**src/design/gaa_pkg.sv**
```systemverilog
// ----------------------------------------------------------------------------
// gaa_pkg: shared types and constants
// Widths, sequencer state and multiplier operation codes of the
// gravitational acceleration accumulator.
// ----------------------------------------------------------------------------
`default_nettype none
package gaa_pkg;

	localparam int POS_W  = 32;              // Q16.16 position
	localparam int MASS_W = 32;              // unsigned Q16.16
	localparam int G_W    = 32;              // unsigned Q16.16
	localparam int ACC_W  = 48;              // Q24.24 acceleration
	localparam int MAG_W  = 32;              // |ps - pt| always fits 32 bits
	localparam int MUL_W  = 33;              // shared multiplier operand width
	localparam int PROD_W = 2 * MUL_W;       // 66
	localparam int RAD_W  = 66;              // squared distance
	localparam int ROOT_W = 33;              // floor sqrt of squared distance
	localparam int GM_W   = 64;              // g * mass
	localparam int DEN_W  = 99;              // r2 * r
	localparam int NUM_W  = 120;             // g * mass * |d| * 2^24
	localparam int SUM_W  = ACC_W + 2;       // room for sum plus contribution

	localparam logic signed [SUM_W-1:0] SUM_MAX = 50'sd140737488355327;
	localparam logic signed [SUM_W-1:0] SUM_MIN = -50'sd140737488355328;
	localparam logic [G_W-1:0] G_RESET = 32'd65536;

	localparam logic FUNC_LOAD = 1'b0;
	localparam logic FUNC_ADD  = 1'b1;

	typedef enum logic [2:0] {
		ST_IDLE,
		ST_MUL,
		ST_ACC,
		ST_CHK,
		ST_SQRT,
		ST_DIV,
		ST_SUM,
		ST_DONE
	} gaa_state_t;

	typedef enum logic [2:0] {
		OP_SQX,
		OP_SQY,
		OP_SQZ,
		OP_GM,
		OP_DENLO,
		OP_DENHI,
		OP_NUMLO,
		OP_NUMHI
	} gaa_op_t;

endpackage
`default_nettype wire

```
**src/design/gaa_sqrt.sv**
```systemverilog
// ----------------------------------------------------------------------------
// gaa_sqrt: iterative integer square root
// Digit-by-digit floor square root, one result bit per cycle.
// ----------------------------------------------------------------------------
`default_nettype none
module gaa_sqrt (
	input  wire logic                       clk,
	input  wire logic                       arst_n,
	input  wire logic                       start,
	input  wire logic [gaa_pkg::RAD_W-1:0]  rad,
	output logic                            done,
	output logic      [gaa_pkg::ROOT_W-1:0] root
);
	import gaa_pkg::*;

	localparam int REM_W = ROOT_W + 3;
	localparam int CNT_W = $clog2(ROOT_W);

	logic              busy_q;
	logic              done_q;
	logic [CNT_W-1:0]  cnt_q;
	logic [RAD_W-1:0]  x_q;
	logic [REM_W-1:0]  rem_q;
	logic [ROOT_W-1:0] root_q;
	logic [REM_W-1:0]  cur;
	logic [REM_W-1:0]  trial;
	logic              ge;

	// bring down two radicand bits, try appending a one to the root
	assign cur   = {rem_q[REM_W-3:0], x_q[RAD_W-1 -: 2]};
	assign trial = {1'b0, root_q, 2'b01};
	assign ge    = (cur >= trial);

	always_ff @(posedge clk or negedge arst_n) begin
		if (!arst_n) begin
			busy_q <= 1'b0;
			done_q <= 1'b0;
			cnt_q  <= '0;
		end else begin
			done_q <= 1'b0;
			if (start) begin
				busy_q <= 1'b1;
				cnt_q  <= CNT_W'(ROOT_W - 1);
			end else if (busy_q) begin
				if (cnt_q == '0) begin
					busy_q <= 1'b0;
					done_q <= 1'b1;
				end else begin
					cnt_q <= cnt_q - 1'b1;
				end
			end
		end
	end

	always_ff @(posedge clk) begin
		if (start) begin
			x_q    <= rad;
			rem_q  <= '0;
			root_q <= '0;
		end else if (busy_q) begin
			x_q    <= {x_q[RAD_W-3:0], 2'b00};
			rem_q  <= ge ? (cur - trial) : cur;
			root_q <= {root_q[ROOT_W-2:0], ge};
		end
	end

	assign done = done_q;
	assign root = root_q;

endmodule
`default_nettype wire

```
**config.mk**
```make
export PLATFORM = sky130hd
export DESIGN_NAME = gaa_sqrt
export DESIGN_NICKNAME = d
export VERILOG_FILES = /design/src/design/gaa_pkg.sv /design/src/design/gaa_sqrt.sv
export SDC_FILE = /design/constraint.sdc
export NUM_CORES = 1
export LEC_CHECK = 0
export BUFFER_PORTS_ARGS = -buffer_cell sky130_fd_sc_hd__buf_4
export CAP_MARGIN = 15
export CELL_PAD_IN_SITES_DETAIL_PLACEMENT = 1
export CELL_PAD_IN_SITES_GLOBAL_PLACEMENT = 2
export CORE_ASPECT_RATIO = 0.75
export CORE_MARGIN = 2
export CORE_UTILIZATION = 41
export CTS_CLUSTER_DIAMETER = 120
export CTS_CLUSTER_SIZE = 24
export DETAILED_ROUTE_END_ITERATION = 10
export HOLD_SLACK_MARGIN = 0.02
export PLACE_DENSITY_LB_ADDON = 0.1
export SYNTH_ARGS = -nofsm -noshare
export SYNTH_HDL_FRONTEND = slang
export SYNTH_SLANG_ARGS = --single-unit
```
**constraint.sdc**
```tcl
create_clock -name clk -period 8 [get_ports clk]
set_clock_uncertainty 0.1 [all_clocks]
set_input_delay 0.4 -clock clk [delete_from_list [all_inputs] [get_ports clk]]
set_output_delay 0.4 -clock clk [all_outputs]
set_load 0.02 [all_outputs]
```
* After elaboration in Yosys (flattened, before gate mapping)
Index checks and enable logic that the tools add are counted.
** Word-level totals
- Word-level logic and storage cells :: 25
- Bits of input ports :: 69
- Register bits after elaboration :: 141
** Cells by class
- Equality and inequality tests :: 1
- Add/subtract/negate cells :: 2
- Reduce and logical (&&, ||, !) cells :: 3
- $lt $le $gt $ge :: 1
- Multiplexer cells :: 12
** Operators with widths (count)
- 2-to-1 mux 66 bit :: 2
- >= comparator 36 x 35 -> 1 bit :: 1
- 2-to-1 mux 34 bit :: 1
- subtractor 34 bit :: 1
- 2-to-1 mux 6 bit :: 3
- logical NOT 6 bit :: 1
- 2-to-1 mux 1 bit :: 6
- subtractor 6 x 1 -> 6 bit (second input constant) :: 1
- inequality test 2 bit (second input constant) :: 1
- AND reduction 2 bit :: 1
- nonzero test 2 bit :: 1

* Depth between registers and ports, before layout
- Depth after elaboration :: 4
- Mapped depth :: 13
- Depth with buffers taken out :: 11

* Worst setup path after synthesis
No wires, ideal clock.
- Path type :: flip-flop to flip-flop
- From :: register root_q[3], in the netlist root[3]
- To :: register rem_q[22]
- Data required time :: 7763 ps
- Arrival time :: 2619 ps
- Period minus slack after synthesis :: 2857 ps
- Path buffers :: 1
- Path slack :: 5143 ps
- Stages on the path, launching flop included :: 13
- Cell sequence :: dfxtp_1 > inv_1 > ha_1 > a211oi_1 > nor2_1 > o41ai_2 > a21o_1 > a221oi_4 > o21a_2 > buf_6 > o2111a_1 > a221oi_1 > a211oi_2
** Between the ends
- Cells in the longest elaborated chain, start to end :: 2
** Ends and longest elaborated chain
- start: declaration :: RTL line gaa_sqrt.sv:24 : logic [ROOT_W-1:0] root_q;
- start signal: assignment :: RTL line gaa_sqrt.sv:63 : root_q <= {root_q[ROOT_W-2:0], ge};
- subtractor 34 bit / >= comparator 36 x 35 -> 1 bit (equally long branches) :: RTL line gaa_sqrt.sv:62, gaa_sqrt.sv:32
- 2-to-1 mux 34 bit * :: RTL line gaa_sqrt.sv:62 : rem_q <= ge ? (cur - trial) : cur;
- end signal: assignment :: RTL line gaa_sqrt.sv:62
- end: declaration :: RTL line gaa_sqrt.sv:23 : logic [REM_W-1:0] rem_q;
Every way passes the cells marked *; elsewhere a longest branch is shown, timed or not.
A chain may end at the register's enable or synchronous reset.

* Worst setup path after layout
- From :: register root_q[3], in the netlist root[3]
- To :: register rem_q[33]
Same word-level chain as after synthesis.

==> results.tsv <==
stage	metric	value	unit
grt	grt_antenna_before_repair	0	
clock_network	cts_buffer_depth	2	
sta	hold_viol	0	
sta	setup_viol	0	
synthesis	ys_ff_latch	141	
die	die_h	123.4	um
power	p_leak	3.989	nW
sta	holdWs	154.8	ps
final_layout	nets	937	
grt	grt_max_degree	81	
grt	grt_pass1_wl	31.26	mm
synthesis	synth_edf_count	66	
route	totalWireLength	18.65	mm
power	total_power	3.515	mW
synthesis	synth.most_common_cell	nor2_1	
synthesis	syn_area_per_cell	10.51	um^2
clock_network	cts.sink_count	141	
hold_path	holdCritStartpoint	rad[1]	
synthesis	synth_cell_types	68	
sta	maxSlewHeadroom	0.3279	
route	drcViolationCount	0	
clock_network	postCtsResizedCells	0	
hold_path	hold_class	in -> reg	
critical_path	required	8220	ps
sta	fin_crit_sh	0.4550	
route	postRouteAntennaNets	0	
hold_path	min_to	x_q[1]$_SDFFCE_PN0P_	
route	wl_per_cell	17.11	um
critical_path	end_kind	flop	
critical_path	reg2reg_from	root[3]$_SDFFE_PP0P_	
grt	track_usage	0.1965	
critical_path	reg2regPathDepth	12	
route	wl_met2	8.387	mm
final_layout	areaGrowthSynthToFinish	19.09	%
grt	grt_overflow	0	
final_layout	drive_above_1_share	0.2823	
final_layout	multi_input_comb_area	3915	um^2
power	power_density	378.5	nW/um^2
placed_design	portBuffers	102	
final_layout	fill_cells	2072	
route	dr.pass1.iters	4	
clock_network	cts-htree-levels	4	
die	start_util	0.4202	
clock_network	cts_buffers	17	
grt	grt_pass1_vias	6038	
synthesis	synth_area_leaders	edfxtp_1 (25%), dfxtp_1 (17%), mux2_2 (9.2%), ha_1 (5.9%), mux2i_1 (5.1%)	
synthesis	yosys_warnings	0	
power	ir_worst_vdd	0.2052	mV
sta	max_freq	0.2747	GHz
sta	tns	0	ps
flow_run	cap_violations	0	
synthesis	yosysSeqAreaShare	0.4518	
die	rows	43	
sta	rsz0062_at_grt	false	
critical_path	cp-start-kind	flop	
route	vias_per_cell	5.260	
route	wl_met3	743	um
clock_network	clk_pin_slew_worst_paths	70	ps
route	routed.top_layer	met4	
critical_path	cp_max_fo	21	
synthesis	synth_ff_type	dfxtp_1	
critical_path	r2r_end	rem_q[33]$_SDFFE_PP0P_	
route	wl_met1	9.372	mm
synthesis	async_reset_ff_frac	0.05674	
clock_network	root_buffer	clkbuf_16	
die	coreArea	18560	um^2
clock_network	cts_tree	yes	
clock_network	clk_latency	430	ps
critical_path	rrSetupSlack	4360	ps
final_layout	antennaDiodeCount	0	
placed_design	place_congestion	0.8329	
synthesis	synth_nets	848	
synthesis	synthTopCellsByCount	nor2_1 (83), dfxtp_1 (67), edfxtp_1 (66), nand2_1 (66), mux2_2 (64)	
sta	finalCriticalPeriod	3640	ps
synthesis	synth_area	7799	um^2
synthesis	synth_top_cell_by_area	edfxtp_1	
critical_path	criticalPathCategory	reg -> reg	
placed_design	dp_hpwl	12.70	mm
sta	report.final.slew_viol_count	0	
final_layout	seqCellArea	3527	um^2
hold_path	holdPathStages	2	
die	die_w	163.3	um
sta	worstMarginPinSlew	1008	ps
synthesis	syn_inst	742	
synthesis	yosys.area.top_type_share	0.2541	
route	drt-initial-drc-count	235	
run_status	outcome	finished clean	
critical_path	crit_arrival	3860	ps
die	die-area	20150	um^2
route	vias	5733	
die	io_pins	103	
worst max path at each step:
stage | startpoint | cells past startpoint | endpoint
2_1_floorplan | root[3]$_SDFFE_PP0P_ | 12 | rem_q[22]$_SDFFE_PP0P_
3_3_place_gp | root[3]$_SDFFE_PP0P_ | 12 | rem_q[33]$_SDFFE_PP0P_
3_5_place_dp | root[3]$_SDFFE_PP0P_ | 12 | rem_q[33]$_SDFFE_PP0P_
4_1_cts | root[3]$_SDFFE_PP0P_ | 12 | rem_q[33]$_SDFFE_PP0P_
5_1_grt | root[3]$_SDFFE_PP0P_ | 12 | rem_q[33]$_SDFFE_PP0P_
6_report | root[3]$_SDFFE_PP0P_ | 12 | rem_q[33]$_SDFFE_PP0P_
logic make-up (layout without fill, tap and decap cells):
group	count (synthesis)	count (layout)	synth area share
AND/OR/NAND/NOR	212	212	0.1242
flip-flops	141	141	0.4518
AO/OA/AOI/OAI	137	137	0.1442
multiplexers	105	105	0.1452
buffers and inverters	85	186	0.04717
adder cells (fa/ha/maj)	37	37	0.05936
XOR/XNOR	25	25	0.02808
sequential cells by signal, summed over array words and instances (netlist names):
register and count:
busy_q 1, cnt_q 6, done 1, rem_q 34
root 33, x_q 66
placed cells by master (no fill, tap or decap), types with 4 or more instances in the layout:
cell type / n
xnor2_1: 19
mux2_2: 64
and2_1: 5
nand2_1: 66
xor2_1: 6
a311oi_2: 16
a21oi_1: 26
and3_1: 9
nor3_1: 8
nand2b_1: 8
edfxtp_1: 66
a311oi_1: 6
buf_4: 106
or3_1: 6
nor2_1: 83
o21a_1: 5
nand3_1: 6
o21ai_0: 18
dfrtp_1: 7
o21bai_1: 4
a21o_1: 15
inv_1: 47
dfxtp_1: 67
a211oi_1: 8
nand4_1: 4
clkbuf_16: 17
ha_1: 37
inv_6: 6
clkinvlp_4: 4
a31oi_1: 5
mux2i_1: 40
stage by stage:
step	cells	area, um^2	setup slack, ps	utilization
after floorplan	742	7799	5143	-
after global placement	1058	8727	4443	0.4702
after detailed placement	1058	8727	4405	0.4702
after CTS	1090	9288	4361	0.5004
after global routing	1090	9288	4021	0.5004
final	1090	9288	4360	0.5004
worst max-delay path, stage by stage (launching register included):
cell and delay (ps):
dfxtp_1 380, inv_1 70, ha_1 360, a211oi_1 280
nor2_1 110, o41ai_2 300, a21o_1 330, a221oi_4 120
o21ai_4 570, buf_4 410, a211oi_1 90, a21o_1 160
a32o_1 230
power breakdown:
| group | internal, mW | switching, mW | total [mW] |
|---|---|---|---|
| Combinational | 0.746 | 0.995 | 1.74 |
| Sequential | 0.921 | 0.0965 | 1.02 |
| Clock | 0.407 | 0.350 | 0.757 |
cell type report:
class,instances,share of cell area
Multi-Input combinational cell,516,0.4215
Sequential cell,141,0.3798
Tap cell,247,0.03327
Timing Repair Buffer,107,0.08676
Clock inverter,14,0.01347
Clock buffer,17,0.04580
Inverter,48,0.01940
metal layers:
layer  vias to the layer above  GRT usage
met1                      2782     0.2726
met5                         -          0
met4                         0    0.05254
met2                        86     0.3056
met3                        13    0.04998
li1                       2852          -
what timing repair did:
action	in CTS	in global routing
hold endpoints to repair	8	0
buffers inserted	0	0
hold buffers	1	0
Note: power is estimated with default switching activity, not from simulation.
