==> src/design/gaa_pkg.sv <==
// ----------------------------------------------------------------------------
// gaa_pkg: shared types and constants
// Widths, sequencer state and multiplier operation codes of the
// gravitational acceleration accumulator.
// ----------------------------------------------------------------------------
`default_nettype none
package gaa_pkg;

	localparam int POS_W  = 32;              // Q16.16 position
	localparam int MASS_W = 32;              // unsigned Q16.16
	localparam int G_W    = 32;              // unsigned Q16.16
	localparam int ACC_W  = 48;              // Q24.24 acceleration
	localparam int MAG_W  = 32;              // |ps - pt| always fits 32 bits
	localparam int MUL_W  = 33;              // shared multiplier operand width
	localparam int PROD_W = 2 * MUL_W;       // 66
	localparam int RAD_W  = 66;              // squared distance
	localparam int ROOT_W = 33;              // floor sqrt of squared distance
	localparam int GM_W   = 64;              // g * mass
	localparam int DEN_W  = 99;              // r2 * r
	localparam int NUM_W  = 120;             // g * mass * |d| * 2^24
	localparam int SUM_W  = ACC_W + 2;       // room for sum plus contribution

	localparam logic signed [SUM_W-1:0] SUM_MAX = 50'sd140737488355327;
	localparam logic signed [SUM_W-1:0] SUM_MIN = -50'sd140737488355328;
	localparam logic [G_W-1:0] G_RESET = 32'd65536;

	localparam logic FUNC_LOAD = 1'b0;
	localparam logic FUNC_ADD  = 1'b1;

	typedef enum logic [2:0] {
		ST_IDLE,
		ST_MUL,
		ST_ACC,
		ST_CHK,
		ST_SQRT,
		ST_DIV,
		ST_SUM,
		ST_DONE
	} gaa_state_t;

	typedef enum logic [2:0] {
		OP_SQX,
		OP_SQY,
		OP_SQZ,
		OP_GM,
		OP_DENLO,
		OP_DENHI,
		OP_NUMLO,
		OP_NUMHI
	} gaa_op_t;

endpackage
`default_nettype wire

==> src/design/gaa_div.sv <==
// ----------------------------------------------------------------------------
// gaa_div: iterative divider with early overflow
// Restoring division giving a 48-bit quotient or an overflow flag.
// ----------------------------------------------------------------------------
`default_nettype none
module gaa_div (
	input  wire logic                      clk,
	input  wire logic                      arst_n,
	input  wire logic                      start,
	input  wire logic [gaa_pkg::NUM_W-1:0] num,
	input  wire logic [gaa_pkg::DEN_W-1:0] den,
	output logic                           done,
	output logic                           ovf,
	output logic      [gaa_pkg::ACC_W-1:0] quo
);
	import gaa_pkg::*;

	localparam int HI_W  = NUM_W - ACC_W;
	localparam int CNT_W = $clog2(ACC_W);

	logic             busy_q;
	logic             done_q;
	logic             ovf_q;
	logic [CNT_W-1:0] cnt_q;
	logic [DEN_W-1:0] rem_q;
	logic [ACC_W-1:0] sh_q;
	logic [DEN_W-1:0] num_hi;
	logic             big;
	logic [DEN_W:0]   trial;
	logic [DEN_W:0]   diff;
	logic             ge;

	// quotient needs more than 48 bits exactly when the top part reaches den
	assign num_hi = {{(DEN_W - HI_W){1'b0}}, num[NUM_W-1 -: HI_W]};
	assign big    = (num_hi >= den);
	assign trial  = {rem_q, sh_q[ACC_W-1]};
	assign diff   = trial - {1'b0, den};
	assign ge     = (trial >= {1'b0, den});

	always_ff @(posedge clk or negedge arst_n) begin
		if (!arst_n) begin
			busy_q <= 1'b0;
			done_q <= 1'b0;
			ovf_q  <= 1'b0;
			cnt_q  <= '0;
		end else begin
			done_q <= 1'b0;
			if (start) begin
				ovf_q  <= big;
				busy_q <= !big;
				done_q <= big;
				cnt_q  <= CNT_W'(ACC_W - 1);
			end else if (busy_q) begin
				if (cnt_q == '0) begin
					busy_q <= 1'b0;
					done_q <= 1'b1;
				end else begin
					cnt_q <= cnt_q - 1'b1;
				end
			end
		end
	end

	// numerator bits shift out the top while quotient bits shift in below
	always_ff @(posedge clk) begin
		if (start) begin
			rem_q <= num_hi;
			sh_q  <= num[ACC_W-1:0];
		end else if (busy_q) begin
			rem_q <= ge ? diff[DEN_W-1:0] : trial[DEN_W-1:0];
			sh_q  <= {sh_q[ACC_W-2:0], ge};
		end
	end

	assign done = done_q;
	assign ovf  = ovf_q;
	assign quo  = sh_q;

endmodule
`default_nettype wire

==> config.mk <==
export PLATFORM = sky130hd
export DESIGN_NAME = gaa_div
export DESIGN_NICKNAME = d
export VERILOG_FILES = /design/src/design/gaa_pkg.sv /design/src/design/gaa_div.sv
export SDC_FILE = /design/constraint.sdc
export NUM_CORES = 1
export LEC_CHECK = 0
export BUFFER_PORTS_ARGS = -buffer_cell sky130_fd_sc_hd__buf_2
export CELL_PAD_IN_SITES_DETAIL_PLACEMENT = 1
export CELL_PAD_IN_SITES_GLOBAL_PLACEMENT = 1
export CORE_MARGIN = 2
export CORE_UTILIZATION = 48
export CTS_BUF_LIST = sky130_fd_sc_hd__clkbuf_4 sky130_fd_sc_hd__clkbuf_8
export CTS_CLUSTER_DIAMETER = 100
export DETAILED_ROUTE_END_ITERATION = 10
export GPL_ROUTABILITY_DRIVEN = 0
export PLACE_DENSITY_LB_ADDON = 0.1
export SLEW_MARGIN = 20
export SYNTH_ARGS = -nofsm -noshare
export SYNTH_HDL_FRONTEND = slang
export SYNTH_SLANG_ARGS = --single-unit
==> constraint.sdc <==
create_clock -name clk -period 7.9 [get_ports clk]
set_input_delay 0 -clock clk [delete_from_list [all_inputs] [get_ports clk]]
set_output_delay 0 -clock clk [all_outputs]
set_load 0.05 [all_outputs]
# Word level (Yosys, flattened, before mapping)

Cells that the tools add are included.

Add/subtract/negate cells: 2
Magnitude comparators: 2
Equal/unequal tests: 1
Multiplexer cells: 14
Reduce and logical (&&, ||, !) cells: 4

Operators with widths:

| kind                                                                | count |
|---|---|
| 72-bit 2-to-1 mux                                                   | 2 |
| 100-bit by 99-bit >= comparator with 1-bit output                   | 1 |
| 72-bit by 99-bit >= comparator with 1-bit output                    | 1 |
| 99-bit 2-to-1 mux                                                   | 1 |
| 99-bit subtractor                                                   | 1 |
| 48-bit 2-to-1 mux                                                   | 2 |
| 6-bit 2-to-1 mux                                                    | 3 |
| 6-bit zero test                                                     | 1 |
| 1-bit 2-to-1 mux                                                    | 6 |
| 6-bit by 1-bit subtractor with 6-bit output (second input constant) | 1 |
| 2-bit inequality test (second input constant)                       | 1 |
| 2-bit AND reduction                                                 | 1 |
| 2-bit nonzero test                                                  | 1 |
| 1-bit zero test                                                     | 1 |

Register bits after elaboration: 156
Output and inout port bits: 50
Word-level logic and storage cells: 30

# Logic depth before layout (Yosys ltp)

Gate-level depths: netlist (run 1).

Depth in word-level cells: 4
Mapped depth: 16
Depth with buffers taken out: 14

# Worst setup path before layout (run 1)

No wires, ideal clock.

Kind: register -> register
Start: reg busy_q
End: reg sh_q[0], in the netlist quo[0] (enable)
Arrival: 2.925 ns
Setup slack: 3.919 ns
Stages on the path, launching flop included: 5
Cells stage by stage: dfrtp_1 clkbuf_1 inv_1 clkbuf_1 nand2_1

Cells in the longest elaborated chain, start to end: 1

RTL lines:

| what                                | RTL line      | RTL |
|---|---|---|
| start: declaration                  | gaa_div.sv:21 | `logic busy_q;` |
| start signal: assignment            | gaa_div.sv:50 | `busy_q <= !big;` |
| 2-bit nonzero test (no source line) | -             |  |
| end signal: assignment              | gaa_div.sv:68 | `sh_q <= num[ACC_W-1:0];` |
| end signal: assignment              | gaa_div.sv:71 | `sh_q <= {sh_q[ACC_W-2:0], ge};` |
| end: declaration                    | gaa_div.sv:26 | `logic [ACC_W-1:0] sh_q;` |

No other way between the ends.
A chain may end at the register's enable or synchronous reset.

# Worst setup path in the final report (run 1)

Start: reg sh_q[47], in the netlist quo[47]
End: reg rem_q[22] (data pin)

Cells in the longest elaborated chain, start to end: 4
Elaborated cells on any way between the ends: 5

RTL lines:

| what                                                                                   | RTL line                     | RTL |
|---|---|---|
| 99-bit subtractor or 100-bit by 99-bit >= comparator with 1-bit output (tied branches) | gaa_div.sv:37, gaa_div.sv:38 |  |
| 99-bit 2-to-1 mux *                                                                    | gaa_div.sv:70                | `rem_q <= ge ? diff[DEN_W-1:0] : trial[DEN_W-1:0];` |
| 72-bit 2-to-1 mux *                                                                    | gaa_div.sv:69                | `end else if (busy_q) begin` |
| 72-bit 2-to-1 mux *                                                                    | gaa_div.sv:66                | `if (start) begin` |
| end signal: assignment                                                                 | gaa_div.sv:67                | `rem_q <= num_hi;` |
| end signal: assignment                                                                 | gaa_div.sv:70                |  |
| end: declaration                                                                       | gaa_div.sv:25                | `logic [DEN_W-1:0] rem_q;` |

Mark *: on every way between the ends. The rest lies on a longest branch, timed or not. The select of a mux whose other input is x is not followed.

==> flow_results.org, run 1 <==
** Cells and area
- Across the whole layout, storage elements account for 4370 um^2.
- Of the cells placed in the final design, the portion with a size suffix greater than 1 is roughly 19%.
- Area overhead of the layout relative to synthesis :: 20.5%
- Multi-input logic area :: 10300 um^2
- After routing the design area is 18800 um^2.
- Final #Nets :: 2578
- # fillers :: 3918

** Die
- Top-level port count :: ~270
- Die Y :: between 150 and 200 um
- Effective utilization at floorplan :: between 40 and 50%
- The floorplan has 66 rows.
- The die covers about 34000 um^2.
- The floorplan step defined a core boundary enclosing 32300 um^2.
- Die Wd :: 184 um

** Detailed routing
- Before antenna repair, the detailed router went through 5 iterations.
- Dividing the detail-routed via count by the number of cells gives roughly 6.1.
- The detailed router placed roughly 16000 vias in this run.
- DRC marker count from the first detailed-route iteration :: 1132
- Detailed-route DRC error count :: 0
- Detailed-route wire length :: between 60000 and 70000 um
- In the final routed layout, each cell accounts on average for 22.9 um.
- Antenna-violating nets left :: 0

** Setup path
- Largest delay contributor family on the critical path :: compound AO/OA/AOI/OAI gates
- Type of element launching the critical path :: flop
- Required time of the critical path :: about 8.1 ns
- Max FO, Critical Path :: 45
- The signal on the critical path passes through inv_1 -> ha_1 -> fa_1 -> nand2b_1 -> a211oi_1 -> nor3_1 -> o21ai_2 -> o41ai_4 -> a21oi_4 -> a2111oi_2 -> or2_2 -> buf_4 -> nor2_1 -> a21oi_1 -> o21ai_0.
- The number of buffers and inverters on the critical path is 2.
- The worst register-to-register path begins at quo[47]$_DFFE_PP_.
- For the worst flop-to-flop path, the logic depth is 15.
- Critical Path End Type :: flop
- Arrival time worst endpoint :: ~5.0 ns
- Worst path max stage delay :: 0.58 ns
- Max stage delay cell, worst path :: sky130_fd_sc_hd__buf_4
- Worst setup path category :: flop to flop
- In this run the register-to-register setup slack is 3.16 ns.
- The worst register-to-register path ends at rem_q[22]$_DFFE_PP_.

** STA
- The worst path uses between 50% and 60% of the clock period.
- Final total negative setup slack :: 0 ns
- Based on the critical path, the design can be clocked at up to 0.211 GHz.
- Across the routed clock network, the largest skew measured is 0.0267 ns.
- Endpoints failing setup :: 0
- Setup slack closes at 3.16 ns.
- The number of max-slew violations in the final report was 0.
- The worst pin sits at a relative slew slack of 28.3%.
- Setup repair after global routing left no endpoint under its margin.
- Final hold violations :: 0
- Actual transition at the worst max-transition pin :: between 1 and 1.5 ns
- Shortest clock period the worst path allows after layout :: roughly 4.7 ns
- Hold is met by 0.0921 ns.

** Synthesis
- Simple-Gate Fraction of Synth Area :: 16.1%
- Ranked by total cell area, the synthesized netlist is headed by sky130_fd_sc_hd__edfxtp_1 (23%), sky130_fd_sc_hd__ha_1 (14%), sky130_fd_sc_hd__mux2_2 (7.1%).
- The synthesized netlist contains 84 unique library cells.
- sky130_fd_sc_hd__a21oi_1 is the most common cell in the netlist.
- After synthesis, the share of flip-flops with an asynchronous set or reset is approximately 5.8%.
- For this run, the register share of the synthesized area comes to approximately 28%.
- Summing the areas of all xor and xnor instances in the mapped netlist gives 5.00% of the synthesized area.
- Net count after synthesis :: 2256
- Synth Area per Inst :: approximately 8.4 um^2
- Main flop type after synthesis :: sky130_fd_sc_hd__edfxtp_1
- The synthesized netlist devotes 23.4% of its cell area to compound gates.
- Synthesis handed over a netlist of 1860 instances.
- In the synthesized netlist, mux cells make up about 7.6% of the area.
- Main combinational cell family by area after synthesis :: compound AO/OA/AOI/OAI gates
- The synthesized design spends more area on one cell type than any other, namely sky130_fd_sc_hd__edfxtp_1.
- Synth warnings :: 0
- After synthesis the cells add up to 15600 um^2.
- Top cells by count, synth :: sky130_fd_sc_hd__a21oi_1 (219), sky130_fd_sc_hd__ha_1 (173), sky130_fd_sc_hd__nand2_1 (165), sky130_fd_sc_hd__nor2_1 (162), sky130_fd_sc_hd__inv_1 (132)
- In this run, synthesis produced a sequential element count of 156.
- Area share of the leading cell type in the synthesized netlist :: 23.1%
- Share of synthesized cell area in full adder, half adder and majority cells :: 14.0%
- The synthesized design contains 120 enable-type register cells.

** CTS
- Buffers inserted to repair hold after CTS numbered 122.
- Post_cts resized :: 0
- TritonCTS clock tree :: done
- The number of clock buffers added by TritonCTS is 17.
- Clock-pin slew was measured on the worst setup and hold paths at roughly 0.12 ns.
- Worst-skew pair later-pin latency :: 0.53 ns
- The cell sitting at the root of the clock tree is a sky130_fd_sc_hd__clkbuf_8.
- Level count of the clock H-tree :: 4
- The clock net in this run drives a total of roughly 160 sinks.
- In this run the post-CTS setup repair buffer count came out at 0.
- Number of buffers on the longest clock path :: 2

** Flow run
- Max-cap violations in this run came to 0.

** Power
- IR analysis of the VDD net gives a maximum drop of 0.000134 V.
- Areal power density over the cells :: ~150 nW/um^2
- Lkg Pwr :: between 8 and 9 nW
- Overall power consumption after layout is estimated at 2.86 mW.

** Placed design
- The wire-length estimate of the detail-placed layout is 42200 um.
- OpenSTA, run right after detailed placement, puts the worst setup slack at 3.24 ns.
- Input and output buffers added on the ports amount to about 270.
- Cell area after placement :: 17200 um^2

** Hold path
- Hold_sp :: start
- Hold worst-path end :: rem_q[74]$_SDFFE_PP0P_
- Hold Crit Depth :: 2
- The worst hold path belongs to the class input port to flop.

** GRT
- Global routing finished with a remaining overflow of 0.
- Number of antenna violations at the first check in global routing :: 2
- Global-route wire length before repair :: 94100 um
- All-layer global routing usage :: ~36%
- Entering global routing, the biggest net connects 98 pins.
- The via count of the first global-routing pass came to 17200.

** Outcome
- Outcome :: completed
==> flip-flops by register name, indices dropped and copies added, names as in the netlist <==
register and count:
busy_q 1, cnt_q 6, done 1, ovf 1, quo 48, rem_q 99
==> stage by stage <==
| step | util [%] | instances |
|---|---|---|
| 2_1_floorplan | - | 1860 |
| 3_3_place_gp | 53.1 | 2482 |
| 3_5_place_dp | 53.1 | 2482 |
| 4_1_cts | 58.1 | 2636 |
| 5_1_grt | 58.2 | 2638 |
| 6_report | 58.2 | 2639 |
==> metal layers <==
layer	global-route usage, %	up-vias	share of wire, %
met5	0	-	0.022
met4	16.2	2	4.4
met1	41.3	7957	40
met2	64.2	569	50
met3	5.43	152	5.4
li1	-	7487	-
==> kinds of logic after synthesis <==
| logic type | after synthesis |
|---|---|
| xor+xnor | 89 |
| buf+inv | 230 |
| flops | 156 |
| mux | 106 |
| compound gates | 570 |
| simple gates | 535 |
| fa+ha+maj | 174 |
==> layout by cell type (no fill, tap or decap), types with 9 or more instances in the layout <==
master and count:
sky130_fd_sc_hd__o21ai_0 77, sky130_fd_sc_hd__a211oi_1 23, sky130_fd_sc_hd__dfrtp_1 9, sky130_fd_sc_hd__nor3_1 32, sky130_fd_sc_hd__o31ai_1 9, sky130_fd_sc_hd__a21oi_1 219
sky130_fd_sc_hd__dfxtp_1 27, sky130_fd_sc_hd__xnor2_1 56, sky130_fd_sc_hd__o21a_1 17, sky130_fd_sc_hd__buf_2 270, sky130_fd_sc_hd__and3_1 9, sky130_fd_sc_hd__a21o_1 72
sky130_fd_sc_hd__dlygate4sd3_1 122, sky130_fd_sc_hd__nor4_1 17, sky130_fd_sc_hd__edfxtp_1 120, sky130_fd_sc_hd__nand3_1 29, sky130_fd_sc_hd__clkbuf_8 17, sky130_fd_sc_hd__nand4_1 61
sky130_fd_sc_hd__ha_1 173, sky130_fd_sc_hd__xor2_1 33, sky130_fd_sc_hd__nand2b_1 13, sky130_fd_sc_hd__o211ai_1 13, sky130_fd_sc_hd__nand2_1 164, sky130_fd_sc_hd__a31oi_1 24
sky130_fd_sc_hd__o21bai_1 28, sky130_fd_sc_hd__mux2_2 98, sky130_fd_sc_hd__nor2_1 161, sky130_fd_sc_hd__nor2b_1 12, sky130_fd_sc_hd__inv_1 132
==> final cells by class <==
class / instances / area share [%]
multi-input cells: 1474 / 54.9
flip-flops and latches: 156 / 23.2
repair buffers: 400 / 14.2
well taps: 442 / 2.94
inverters: 133 / 2.67
clock buffers: 17 / 1.24
clock inverters: 15 / 0.845
diodes: 2 / 0.0266
==> power by group <==
| part | total [mW] | switching, mW | internal, mW |
|---|---|---|---|
| combinational | 1.17 | 0.718 | 0.455 |
| sequential | 1.01 | 0.0494 | 0.959 |
| clock | 0.673 | 0.411 | 0.262 |
==> worst max-delay path by stage <==
stage,startpoint,to,depth (start not counted)
finish,quo[47]$_DFFE_PP_,rem_q[22]$_DFFE_PP_,15
global route,quo[47]$_DFFE_PP_,rem_q[22]$_DFFE_PP_,15
CTS,quo[47]$_DFFE_PP_,rem_q[29]$_DFFE_PP_,14
detailed placement,quo[47]$_DFFE_PP_,rem_q[37]$_DFFE_PP_,14
global placement,quo[47]$_DFFE_PP_,rem_q[11]$_DFFE_PP_,14
floorplan,busy_q$_DFF_PN0_,quo[0]$_DFFE_PP_,4
==> worst register-to-register path, delay by kind of cell (launching register included) <==
kind | cells | cell delay, ns
AO/OA/AOI/OAI | 7 | 1.62
adder cells (fa/ha/maj) | 2 | 0.41
buffers and inverters | 2 | 0.67
flip-flops | 1 | 0.46
AND/OR/NAND/NOR | 4 | 1.29
(Power assumes the default switching activity.)
==> run 2, diff against run 1 <==
--- a/config.mk
+++ b/config.mk
@@ -9,7 +9,7 @@
 export CELL_PAD_IN_SITES_DETAIL_PLACEMENT = 1
 export CELL_PAD_IN_SITES_GLOBAL_PLACEMENT = 1
 export CORE_MARGIN = 2
-export CORE_UTILIZATION = 48
+export CORE_UTILIZATION = 44
 export CTS_BUF_LIST = sky130_fd_sc_hd__clkbuf_4 sky130_fd_sc_hd__clkbuf_8
 export CTS_CLUSTER_DIAMETER = 100
 export DETAILED_ROUTE_END_ITERATION = 10
==> constraint.sdc (replaced) <==
create_clock -name clk -period 4.4 [get_ports clk]
set_input_delay 0 -clock clk [delete_from_list [all_inputs] [get_ports clk]]
set_output_delay 0 -clock clk [all_outputs]
set_load 0.05 [all_outputs]
==> run 2 against run 1 <==
  * Sequential power rose by 78%
  * Clock power rose by 81%
  * Via count fell by 1.2%
  * Fmax rose by 13%
  * Die area rose by 8.9%
  * Register-to-register slack got worse by 3.0 ns
  * Highest routed layer unchanged
  * Critical endpoint is now rem_q[94]$_SDFFE_PP0P_
  * Non-clock buffer count rose by 15
  * Cell area rose by 0.90%
  * Sequential share of layout area fell by 0.21 points
==> flow_results.org, run 2 (synthesis gave the netlist of run 1 again) <==
** Cells and area
- Counting the fill cells in the layout gives 4224.
- Register with the most flip-flops :: rem_q
- Leading cell type in the layout, fill and taps excluded :: sky130_fd_sc_hd__buf_2
- Leaving out fill and tap cells, the most frequent cells in the layout are sky130_fd_sc_hd__buf_2 (270), sky130_fd_sc_hd__a21oi_1 (219), sky130_fd_sc_hd__ha_1 (173).
- The area growth from synthesis to layout is 21.6%.
- The count of cells in the finished layout, fillers not included, comes to 2666.
- Max reg flops :: 99
- Measured on the finished design, the core utilization comes to between 50% and 60%.
- Final #Nets :: between 2000 and 3000
- In the final layout, the share of cells above drive strength 1 is 20.1%.

** Setup path
- Critical Path End Type :: flop
- In this design, the stage delay of the slowest critical-path cell is between 0.4 and 0.5 ns.
- The slowest stage of the critical path belongs to the cell sky130_fd_sc_hd__o31ai_1.
- Arrival time worst endpoint :: roughly 4.7 ns
- Max FO, Critical Path :: 4
- Type of element launching the critical path :: flop
- Traced cell by cell, the critical path runs through inv_1 -> ha_1 -> fa_1 -> nand2b_1 -> a211oi_1 -> o31ai_1 -> a41oi_1 -> nand2_1 -> a31oi_4 -> a21oi_1 -> o31ai_1 -> xnor2_1 -> a211o_1 -> a21oi_1.
- The setup path with the least slack is of type flop to flop.
- Required time of the critical path :: 4.84 ns

** STA
- In the finished design, the share of the clock period the worst path needs comes to 95.6%.
- Endpoints failing setup :: 0
- Final number of max-transition violations :: 0
- The number of hold violations in the final report is 0.
- Headroom to the max-slew limit came out at 34.0%.
- Setup Skew :: 0.0234 ns
- Unrepaired setup endpoints after global routing :: false
- Final total negative setup slack :: 0 ns
- Actual transition at the worst max-transition pin :: around 0.99 ns
- Shortest clock period the worst path allows after layout :: between 4 and 5 ns
- Timing would allow up to 0.238 GHz.

** Die
- Measured along the x axis, the die boundary spans 192 um.
- The initialized floorplan defines 68 standard-cell rows.
- After floorplanning, the core was sized to cover 34700 um^2.
- Top-level port count :: 272
- The die is 192 um tall.
- Once the floorplan was initialized, standard cells occupied 44.9% of the core.
- The die covers 37000 um^2.

** GRT
- The via count of the first global-routing pass was between 15000 and 20000.
- All-layer global routing usage :: 32.2%
- Remaining global-route overflow :: 0
- Largest net degree at the start of global routing :: between 70 and 80
- The first global-routing pass estimated 92400 um of wire.
- The number of antenna violations at the first check in global routing came to 3.

** Detailed routing
- For this run, design rule violations remaining after detail routing come to 0.
- Vias per cell :: 5.99
- The detail route stage leaves a number of antenna-violating nets equal to 0.
- First-pass detailed-route iteration total :: 7
- In this run, the number of DRC markers left after iteration 0 of detailed routing was 866.
- After detailed routing, the total wire length is 59600 um.
- Vias after detailed routing :: roughly 16000
- After detailed routing, the average wire length per cell comes to about 22 um.

** Hold path
- Worst hold path class :: input port to flop

** Placed design
- Total of buffers placed on input and output ports :: 271
- Placed Instances :: 2510
- After legalization and detailed placement, the total HPWL measured 43100 um.

** CTS
- Level count of the clock H-tree :: 4
- In this run the deepest clock path goes through 2 buffers.
- Buffer count from post-CTS setup fixing :: 0
- TritonCTS clock tree :: done
- Sink count of the clock tree :: 156
- Clock latency on the worst-skew pair, taken at its later pin, is 0.51 ns.
- TritonCTS created 17 clock buffers.
- The root buffer cell chosen for the clock tree is sky130_fd_sc_hd__clkbuf_8.
- After clock tree synthesis, the clock-pin slew on the worst setup and hold paths is approximately 0.11 ns.

** Power
- Areal power density over the cells :: 271 nW/um^2
- Final total power :: 5.13 mW
- IR analysis of the VDD net gives a maximum drop of 0.000254 V.
- Lkg Pwr :: 8.56 nW

** Flow run
- The tool flagged a number of max-cap violations equal to 0.

** Outcome
- Outcome :: completed
## run 2: layout make-up
type | instances | area [um^2] | area share [%]
Timing Repair Buffer | 415 | 2800 | 14.7
Antenna cell | 1 | 2.50 | 0.0132
Multi-Input combinational cell | 1474 | 10300 | 54.4
Clock inverter | 13 | 140 | 0.739
Clock buffer | 19 | 262 | 1.38
Tap cell | 455 | 569 | 3.00
Sequential cell | 156 | 4370 | 23.0
Inverter | 133 | 502 | 2.64
## run 2: final timing paths
check / start / end / slack [ns] / depth (start not counted)
setup / recovery: quo[47]$_DFFE_PP_ / rem_q[94]$_SDFFE_PP0P_ / 0.19 / 14
hold / removal: den[98] / rem_q[98]$_SDFFE_PP0P_ / 0.15 / 5
setup reg to reg: quo[47]$_DFFE_PP_ / rem_q[94]$_SDFFE_PP0P_ / 0.19 / 14
hold reg to reg: rem_q[78]$_SDFFE_PP0P_ / rem_q[78]$_SDFFE_PP0P_ / 0.51 / 2
max in group asynchronous: arst_n / cnt_q[3]$_DFFE_PN0P_ / 3.58 / 3
min in group asynchronous: arst_n / cnt_q[0]$_DFFE_PN0P_ / 0.51 / 3
## run 2: per-stage QoR
step                      hold WS, ns  cell area, um^2  worst slack [ns]
final                           0.148            19000             0.191
after global routing            0.218            19000            0.0597
after CTS                      0.0971            19000             0.161
after detailed placement       -0.135            17300             0.203
after global placement         -0.143            17300             0.368
after floorplan                -0.296            15600             0.419
## run 2: metal layers
metal	wire [um]	global-route usage (%)
met4	2380	13.2
met2	29600	57.6
met3	3280	6.15
met1	24300	37.8
met5	39	0
## run 2: repair_timing
item | 4_1_cts | 5_1_grt
resized for setup | 0 | 2
endpoints found under the hold margin | 146 | 0
endpoints found under the setup margin | 0 | 14
hold buffers | 123 | 0
## run 2: worst max-delay path: cells and delay by family (launching register included)
family,cells,cell delay (ns)
buf+inv,1,0.06
simple gates,2,0.45
flops,1,0.39
xor+xnor,1,0.13
fa+ha+maj,2,0.61
compound gates,8,2.49
## run 2: power by group
group | leakage (nW) | switching (mW) | internal (mW) | total, mW
Combinational | 6.77 | 1.28 | 0.830 | 2.11
Clock | 0.206 | 0.714 | 0.502 | 1.22
Sequential | 1.58 | 0.0810 | 1.72 | 1.80
Total | 8.56 | 2.08 | 3.05 | 5.13
